## src/hdl/lpmd_pkg.sv

```systemverilog
// Package for the length-prefixed message deframer.
// Holds the word types of both channels and the parser phase codes.
// No dependencies; the top-level deframer uses it.
package lpmd_pkg;

    // Smallest accepted frame length: two length bytes and the target id.
    localparam int unsigned MIN_LEN = 3;

    // Offset of the first body byte, which is also the target id.
    localparam logic [7:0] BODY_START = 8'd2;

    // Offset reported with a rejection, the high length byte.
    localparam logic [7:0] HIGH_LEN_OFFSET = 8'd1;

    localparam logic STATUS_BODY   = 1'b0;
    localparam logic STATUS_REJECT = 1'b1;

    typedef enum logic [2:0] {
        PH_LOW  = 3'b001,
        PH_HIGH = 3'b010,
        PH_BODY = 3'b100
    } t_phase;

    typedef struct packed {
        logic [7:0] rx_byte;
    } t_rx_word;

    typedef struct packed {
        logic       status;
        logic [7:0] data_byte;
        logic [7:0] byte_offset;
        logic [7:0] frame_length;
        logic [7:0] target_id;
        logic       last;
    } t_res_word;

endpackage

```

## src/hdl/lpmd_stream_if.sv

```systemverilog
// Valid/ready stream channel used on both sides of the deframer.
// The payload type is a parameter; the word types come from lpmd_pkg.
interface lpmd_stream_if #(
    parameter type T = logic [7:0]
);
    logic valid;
    logic ready;
    T     data;

    modport source (output valid, output data, input ready);
    modport sink   (input valid, input data, output ready);
endinterface

```

## src/hdl/length_prefixed_message_deframer.sv

```systemverilog
// Top level of the length-prefixed message deframer.
// Depends on lpmd_pkg (types, phase codes) and lpmd_stream_if (channels).
//
// The deframer takes one received serial byte per word on i_rx and hunts for
// a two-byte total-length field sent low byte first. A length in 3..MAX_LEN
// (and never above 255) opens a frame whose remaining bytes come out on o_res
// one word each, tagged with their offset (the body starts at offset 2), the
// frame length, the target id (frame byte 2) and a last flag on the final
// byte. Any other length produces a single rejection word carrying the high
// length byte at offset 1, and the parser goes back to hunting. Length bytes
// that are accepted produce no word. The block sustains one byte per clock
// while o_res is not stalled: a byte is captured in an input register, the
// parse step is a few narrow compares and an 8-bit increment, and the result
// lands in an output register. Both registers advance together, which lets
// a new byte enter while a finished word still waits for o_res.ready; only a
// stalled output holds the input back.
module length_prefixed_message_deframer #(
    parameter int unsigned MAX_LEN = 255
) (
    input  logic                 i_clk,
    input  logic                 i_rst_n,
    lpmd_stream_if.sink          i_rx,
    lpmd_stream_if.source        o_res
);

    // Effective upper length bound: frame lengths are 8 bits wide, so any
    // length above 255 is refused whatever MAX_LEN says.
    localparam int unsigned LenCap = (MAX_LEN < 255) ? MAX_LEN : 255;
    localparam logic [7:0]  LenCapByte = LenCap[7:0];
    localparam logic [7:0]  MinLenByte = lpmd_pkg::MIN_LEN[7:0];

    // Input register.
    logic                     r_in_vld;
    lpmd_pkg::t_rx_word       r_in;

    // Parser state.
    lpmd_pkg::t_phase         r_phase,   n_phase;
    logic [7:0]               r_len_lo,  n_len_lo;
    logic [7:0]               r_exp_len, n_exp_len;
    logic [7:0]               r_rcvd,    n_rcvd;
    logic [7:0]               r_id,      n_id;

    // Output register.
    logic                     r_out_vld;
    lpmd_pkg::t_res_word      r_out,     n_out;
    logic                     n_has_res;

    logic                     proc_go;
    logic                     len_ok;
    logic                     is_last;
    logic [8:0]               off_next;

    // The held byte is processed whenever the output register is free or is
    // being emptied this cycle.
    assign proc_go    = r_in_vld && (!r_out_vld || o_res.ready);
    assign i_rx.ready = !r_in_vld || proc_go;

    assign o_res.valid = r_out_vld;
    assign o_res.data  = r_out;

    always_ff @(posedge i_clk) begin
        if (!i_rst_n) begin
            r_in_vld <= 1'b0;
        end else if (i_rx.ready) begin
            r_in_vld <= i_rx.valid;
        end
        if (i_rx.ready && i_rx.valid) begin
            r_in <= i_rx.data;
        end
    end

    // A length is good when the high byte is zero and the low byte lies in
    // MIN_LEN..LenCap.
    assign len_ok   = (r_in.rx_byte == 8'd0) && (r_len_lo >= MinLenByte)
                      && (r_len_lo <= LenCapByte);
    assign off_next = {1'b0, r_rcvd} + 9'd1;
    assign is_last  = off_next >= {1'b0, r_exp_len};

    always_comb begin
        n_phase   = r_phase;
        n_len_lo  = r_len_lo;
        n_exp_len = r_exp_len;
        n_rcvd    = r_rcvd;
        n_id      = r_id;
        n_has_res = 1'b0;
        n_out     = r_out;
        case (r_phase)
            lpmd_pkg::PH_HIGH: begin
                if (len_ok) begin
                    n_exp_len = r_len_lo;
                    n_rcvd    = lpmd_pkg::BODY_START;
                    n_id      = 8'd0;
                    n_phase   = lpmd_pkg::PH_BODY;
                end else begin
                    // Rejected length: report it and hunt again.
                    n_has_res          = 1'b1;
                    n_out.status       = lpmd_pkg::STATUS_REJECT;
                    n_out.data_byte    = r_in.rx_byte;
                    n_out.byte_offset  = lpmd_pkg::HIGH_LEN_OFFSET;
                    n_out.frame_length = 8'd0;
                    n_out.target_id    = 8'd0;
                    n_out.last         = 1'b0;
                    n_phase            = lpmd_pkg::PH_LOW;
                    n_exp_len          = 8'd0;
                    n_rcvd             = 8'd0;
                end
            end
            lpmd_pkg::PH_BODY: begin
                // The first body byte names the target and is reported with
                // its own value as the id.
                if (r_rcvd == lpmd_pkg::BODY_START) begin
                    n_id = r_in.rx_byte;
                end
                n_has_res          = 1'b1;
                n_out.status       = lpmd_pkg::STATUS_BODY;
                n_out.data_byte    = r_in.rx_byte;
                n_out.byte_offset  = r_rcvd;
                n_out.frame_length = r_exp_len;
                n_out.target_id    = n_id;
                n_out.last         = is_last;
                if (is_last) begin
                    n_phase   = lpmd_pkg::PH_LOW;
                    n_exp_len = 8'd0;
                    n_rcvd    = 8'd0;
                    n_id      = 8'd0;
                end else begin
                    n_rcvd = off_next[7:0];
                end
            end
            default: begin
                // Waiting for the low length byte.
                n_len_lo = r_in.rx_byte;
                n_phase  = lpmd_pkg::PH_HIGH;
            end
        endcase
    end

    always_ff @(posedge i_clk) begin
        if (!i_rst_n) begin
            r_phase   <= lpmd_pkg::PH_LOW;
            r_exp_len <= 8'd0;
            r_rcvd    <= 8'd0;
            r_id      <= 8'd0;
            r_out_vld <= 1'b0;
        end else begin
            if (proc_go) begin
                r_phase   <= n_phase;
                r_exp_len <= n_exp_len;
                r_rcvd    <= n_rcvd;
                r_id      <= n_id;
                r_out_vld <= n_has_res;
            end else if (o_res.ready) begin
                r_out_vld <= 1'b0;
            end
        end
        if (proc_go) begin
            r_len_lo <= n_len_lo;
        end
        if (proc_go && n_has_res) begin
            r_out <= n_out;
        end
    end

    // A held byte that cannot move on stays put.
    a_in_hold: assert property (@(posedge i_clk) disable iff (!i_rst_n)
        r_in_vld && !proc_go |=> r_in_vld && $stable(r_in))
        else $error("input byte lost or changed while stalled");

    // Inside a frame the byte count stays between the body start and the
    // frame length.
    a_body_count: assert property (@(posedge i_clk) disable iff (!i_rst_n)
        r_phase == lpmd_pkg::PH_BODY |->
            r_rcvd >= lpmd_pkg::BODY_START && r_rcvd < r_exp_len)
        else $error("byte count outside the frame");

    // The last byte of a frame sends the parser back to hunting.
    a_last_hunt: assert property (@(posedge i_clk) disable iff (!i_rst_n)
        proc_go && n_has_res && n_out.last |=> r_phase == lpmd_pkg::PH_LOW)
        else $error("parser did not return to hunting after the last byte");

    // A rejection word is only produced from the high length byte.
    a_reject_src: assert property (@(posedge i_clk) disable iff (!i_rst_n)
        proc_go && n_has_res && n_out.status == lpmd_pkg::STATUS_REJECT |->
            r_phase == lpmd_pkg::PH_HIGH && !len_ok)
        else $error("rejection outside the length field");

endmodule
```

## src/flat_wrapper.sv

```systemverilog
// flat-port wrapper written by rule: the top's interface ports become plain ports
module length_prefixed_message_deframer_flat 
#(
    parameter int unsigned MAX_LEN = 255
)
  (i_clk, i_rst_n, i_rx_valid, i_rx_data, i_rx_ready, o_res_valid, o_res_data, o_res_ready);
  lpmd_stream_if i_rx_i ();
  lpmd_stream_if o_res_i ();
  input  logic i_clk;
  input  logic i_rst_n;
  input wire logic [$bits(i_rx_i.valid)-1:0] i_rx_valid;
  input wire logic [$bits(i_rx_i.data)-1:0] i_rx_data;
  output wire logic [$bits(i_rx_i.ready)-1:0] i_rx_ready;
  output wire logic [$bits(o_res_i.valid)-1:0] o_res_valid;
  output wire logic [$bits(o_res_i.data)-1:0] o_res_data;
  input wire logic [$bits(o_res_i.ready)-1:0] o_res_ready;
  assign i_rx_i.valid = i_rx_valid;
  assign i_rx_i.data = i_rx_data;
  assign i_rx_ready = i_rx_i.ready;
  assign o_res_valid = o_res_i.valid;
  assign o_res_data = o_res_i.data;
  assign o_res_i.ready = o_res_ready;
  length_prefixed_message_deframer #(.MAX_LEN(MAX_LEN)) u_core (.i_clk(i_clk), .i_rst_n(i_rst_n), .i_rx(i_rx_i), .o_res(o_res_i));
endmodule
```

## config.mk

```make
export PLATFORM = sky130hd
export DESIGN_NAME = length_prefixed_message_deframer_flat
export DESIGN_NICKNAME = d
export VERILOG_FILES = /design/src/hdl/lpmd_pkg.sv /design/src/hdl/lpmd_stream_if.sv /design/src/hdl/length_prefixed_message_deframer.sv /design/src/flat_wrapper.sv
export SDC_FILE = /design/constraint.sdc
export NUM_CORES = 1
export LEC_CHECK = 0
export BUFFER_PORTS_ARGS = -buffer_cell sky130_fd_sc_hd__buf_2
export CORE_MARGIN = 10
export CORE_UTILIZATION = 45
export DETAILED_ROUTE_END_ITERATION = 8
export PLACE_DENSITY = 0.64
export RECOVER_POWER = 25
export SETUP_SLACK_MARGIN = 0.05
export SLEW_MARGIN = 10
export SYNTH_ARGS = -nofsm -noshare
export SYNTH_HDL_FRONTEND = slang
export SYNTH_SLANG_ARGS = --single-unit
```

## constraint.sdc

```tcl
create_clock -name i_clk -period 4.2 [get_ports i_clk]
set_clock_uncertainty 0.05 [all_clocks]
set_input_delay 0 -clock i_clk [delete_from_list [all_inputs] [get_ports i_clk]]
set_output_delay 0 -clock i_clk [all_outputs]
set_load 0.01 [all_outputs]
```

==> results.ini <==
[setup_path]
r2r_setup_slack_ns=1.15
rr_startpoint=u_core.r_rcvd[2]
cp.required_ns=4.39
critPathCaptureType=flip-flop
worstSetupPathType=reg -> reg
worstRegToRegCells=10
crit_arrival_ns=3.23
path_max_fanout=15
cp-start-kind=flip-flop
rr_endpoint=u_core.r_exp_len[3]

[status]
status=complete, no violations

[power_and_ir_drop]
power_per_cell_area_nw_per_um2=324
leakage_nw=1.02
irDropWorstVdd_mv=0.271

[timing]
grt_setup_unrepaired=no
drv_slew=0
finalSetupViolCount=0
fmax_mhz=328
period_minus_slack_ns=3.05
worst_pin_slew_ns=1.00
period_share=0.726
fin_tns_setup_ns=0
hold_viol_final=0
max_slew_margin=0.328

[worst_hold_path]
hold-path-cell-count=2
min_from=i_rx_data[1]
holdPathEnd=u_core.r_in[1]
hold_class=in -> reg

[layout]
antennaDiodeCount=0
syn_to_final_growth_pct=15.7
fin_nets=278
drive_above_1_share=0.125
fill_cells=459
layout_common_cells=dfxtp_1 (28), nand2_1 (25), edfxtp_1 (24)
layout_commonest_cell=dfxtp_1
layout.cells.non_filler=327
final_core_util=0.532

[clock_tree]
htreeDepth=2
cts_resized=0
cts_max_path_buffers=2
hold_buffers=12
path_clk_slew_ns=0.10
clkLatencyLatePin_ns=0.31
clkSinkCount=52
numCtsBuffers=5
clockRootBuffer=clkbuf_8
cts_tree=built
cts_setup_buffers=0

[synth]
netlist_instances=222
yosysUniqueCellTypes=43
synthArstFlopShare=0
synth_edf_count=24
ys_seq_area_frac=0.549
yosys_warnings=0
synth_area_sq_um=2330
ys.flop_type=dfxtp_1
synth_fp_nets=244
ys_seq_elements=52
avgSynthCellArea_sq_um=10.5

[detailed_routing]
wl_per_cell_um=14.4
drtIter0Drc=92
num_vias=1655
first_pass_iters=4
drc=0
routed_wl_mm=4.70
detail-route-antenna-nets=0
viasPerCell=5.06

[flow_run]
maxCapViolations=0

[die]
core_region_area_sq_um=5070
die_h_um=92.0
rows=26
fp.dieW_um=92.0
die_area_sq_um=8470
start_util=0.460
pin_count=22

[grt]
antenna_found_initial=0
grt_max_degree=18
gr-total-overflow=0
grt_usage=0.115
grt_pass1_vias=1670
grt_pass1_wl_mm=7.88

[placed_design]
hpwl_mm=3.31
portBuffers=21
dp_cells=307
gp_congestion=0.760

[metal layers]
layer / vias up / wire length [um] / GRT usage
met1: 762 / 2250 / 0.145
met2: 38 / 2130 / 0.179
met4: 0 / 56 / 0.0386
li1: 849 / - / -
met3: 6 / 252 / 0.0391
met5: - / 0 / 0
[power by group]
part	switching (mW)	leakage, nW	internal [mW]
clock	0.172	0.0485	0.120
sequential	0.00823	0.465	0.540
combinational	0.0191	0.511	0.0174
total	0.199	1.02	0.677
[cell families after synthesis]
family / share of synthesized area
AOI/OAI and AO/OA: 0.133
buffers and inverters: 0.0370
adders and majority gates: 0.0536
DFF: 0.549
and+or+nand+nor: 0.178
xor gates and xnor gates: 0.0488
[cell usage after synthesis (all sizes together) (2+ instances only)]
master / n / share of area
a21o: 3 / 0.0096
clkbuf: 3 / 0.0048
xnor2: 11 / 0.041
o21ai: 11 / 0.024
nor4: 2 / 0.0054
a22o: 6 / 0.023
nor4b: 2 / 0.017
nand3: 12 / 0.026
ha: 10 / 0.054
nand2b: 5 / 0.013
or2: 2 / 0.0054
o211ai: 2 / 0.0086
xor2: 2 / 0.0075
dfxtp: 28 / 0.24
inv: 13 / 0.021
a21oi: 15 / 0.034
edfxtp: 24 / 0.31
and3: 3 / 0.0080
buf: 4 / 0.011
nand2: 26 / 0.043
nor2: 19 / 0.031
nor3: 3 / 0.0064
nor2b: 3 / 0.0080
[per-stage QoR]
stage / hold WS [ns] / power [mW] / setup WS [ns] / instance area (sq um)
floorplan: 0.0489 / 0.574 / 1.43 / 2330
CTS: 0.331 / 0.883 / 1.13 / 2710
finish: 0.350 / 0.876 / 1.15 / 2700
global route: 0.345 / 0.911 / 0.890 / 2700
detailed placement: 0.128 / 0.587 / 1.18 / 2500
global placement: 0.127 / 0.586 / 1.24 / 2500
[state kept, by name, summed over array words and instances, names as in the netlist]
signal,count
u_core.r_exp_len,8
u_core.o_res.valid,1
u_core.r_rcvd,8
u_core.r_phase,3
u_core.r_len_lo,8
u_core.o_res.data,8
u_core.r_id,7
u_core.r_in,8
u_core.r_in_vld,1
[worst max path at each step]
stage,start,endpoint,cells after the start
floorplan,u_core.r_rcvd[2],u_core.r_exp_len[4],12
global placement,u_core.r_rcvd[2],u_core.r_exp_len[3],10
detailed placement,u_core.r_rcvd[2],u_core.r_exp_len[3],10
CTS,u_core.r_rcvd[2],u_core.r_exp_len[5],10
global route,u_core.r_rcvd[2],u_core.r_exp_len[3],10
finish,u_core.r_rcvd[2],u_core.r_exp_len[3],10
[worst max-delay path, stage by stage (launching register included)]
cell	delay [ns]
dfxtp_1	0.46
nand3_1	0.18
or2_2	0.38
nor2_1	0.14
xor2_1	0.17
ha_1	0.26
and3_1	0.19
a221oi_1	0.26
o21ai_1	0.22
o31a_2	0.50
o21ai_0	0.17
[area by class of cell]
type,count,area [sq um],share of cell area
inverter,13,48.8,0.0181
tap,70,87.6,0.0324
clock buffer,5,68.8,0.0255
multi-input combinational,150,967,0.358
clock inverter,3,22.5,0.00834
timing repair buffer,34,225,0.0834
sequential,52,1280,0.474
(Power assumes the default switching activity.)
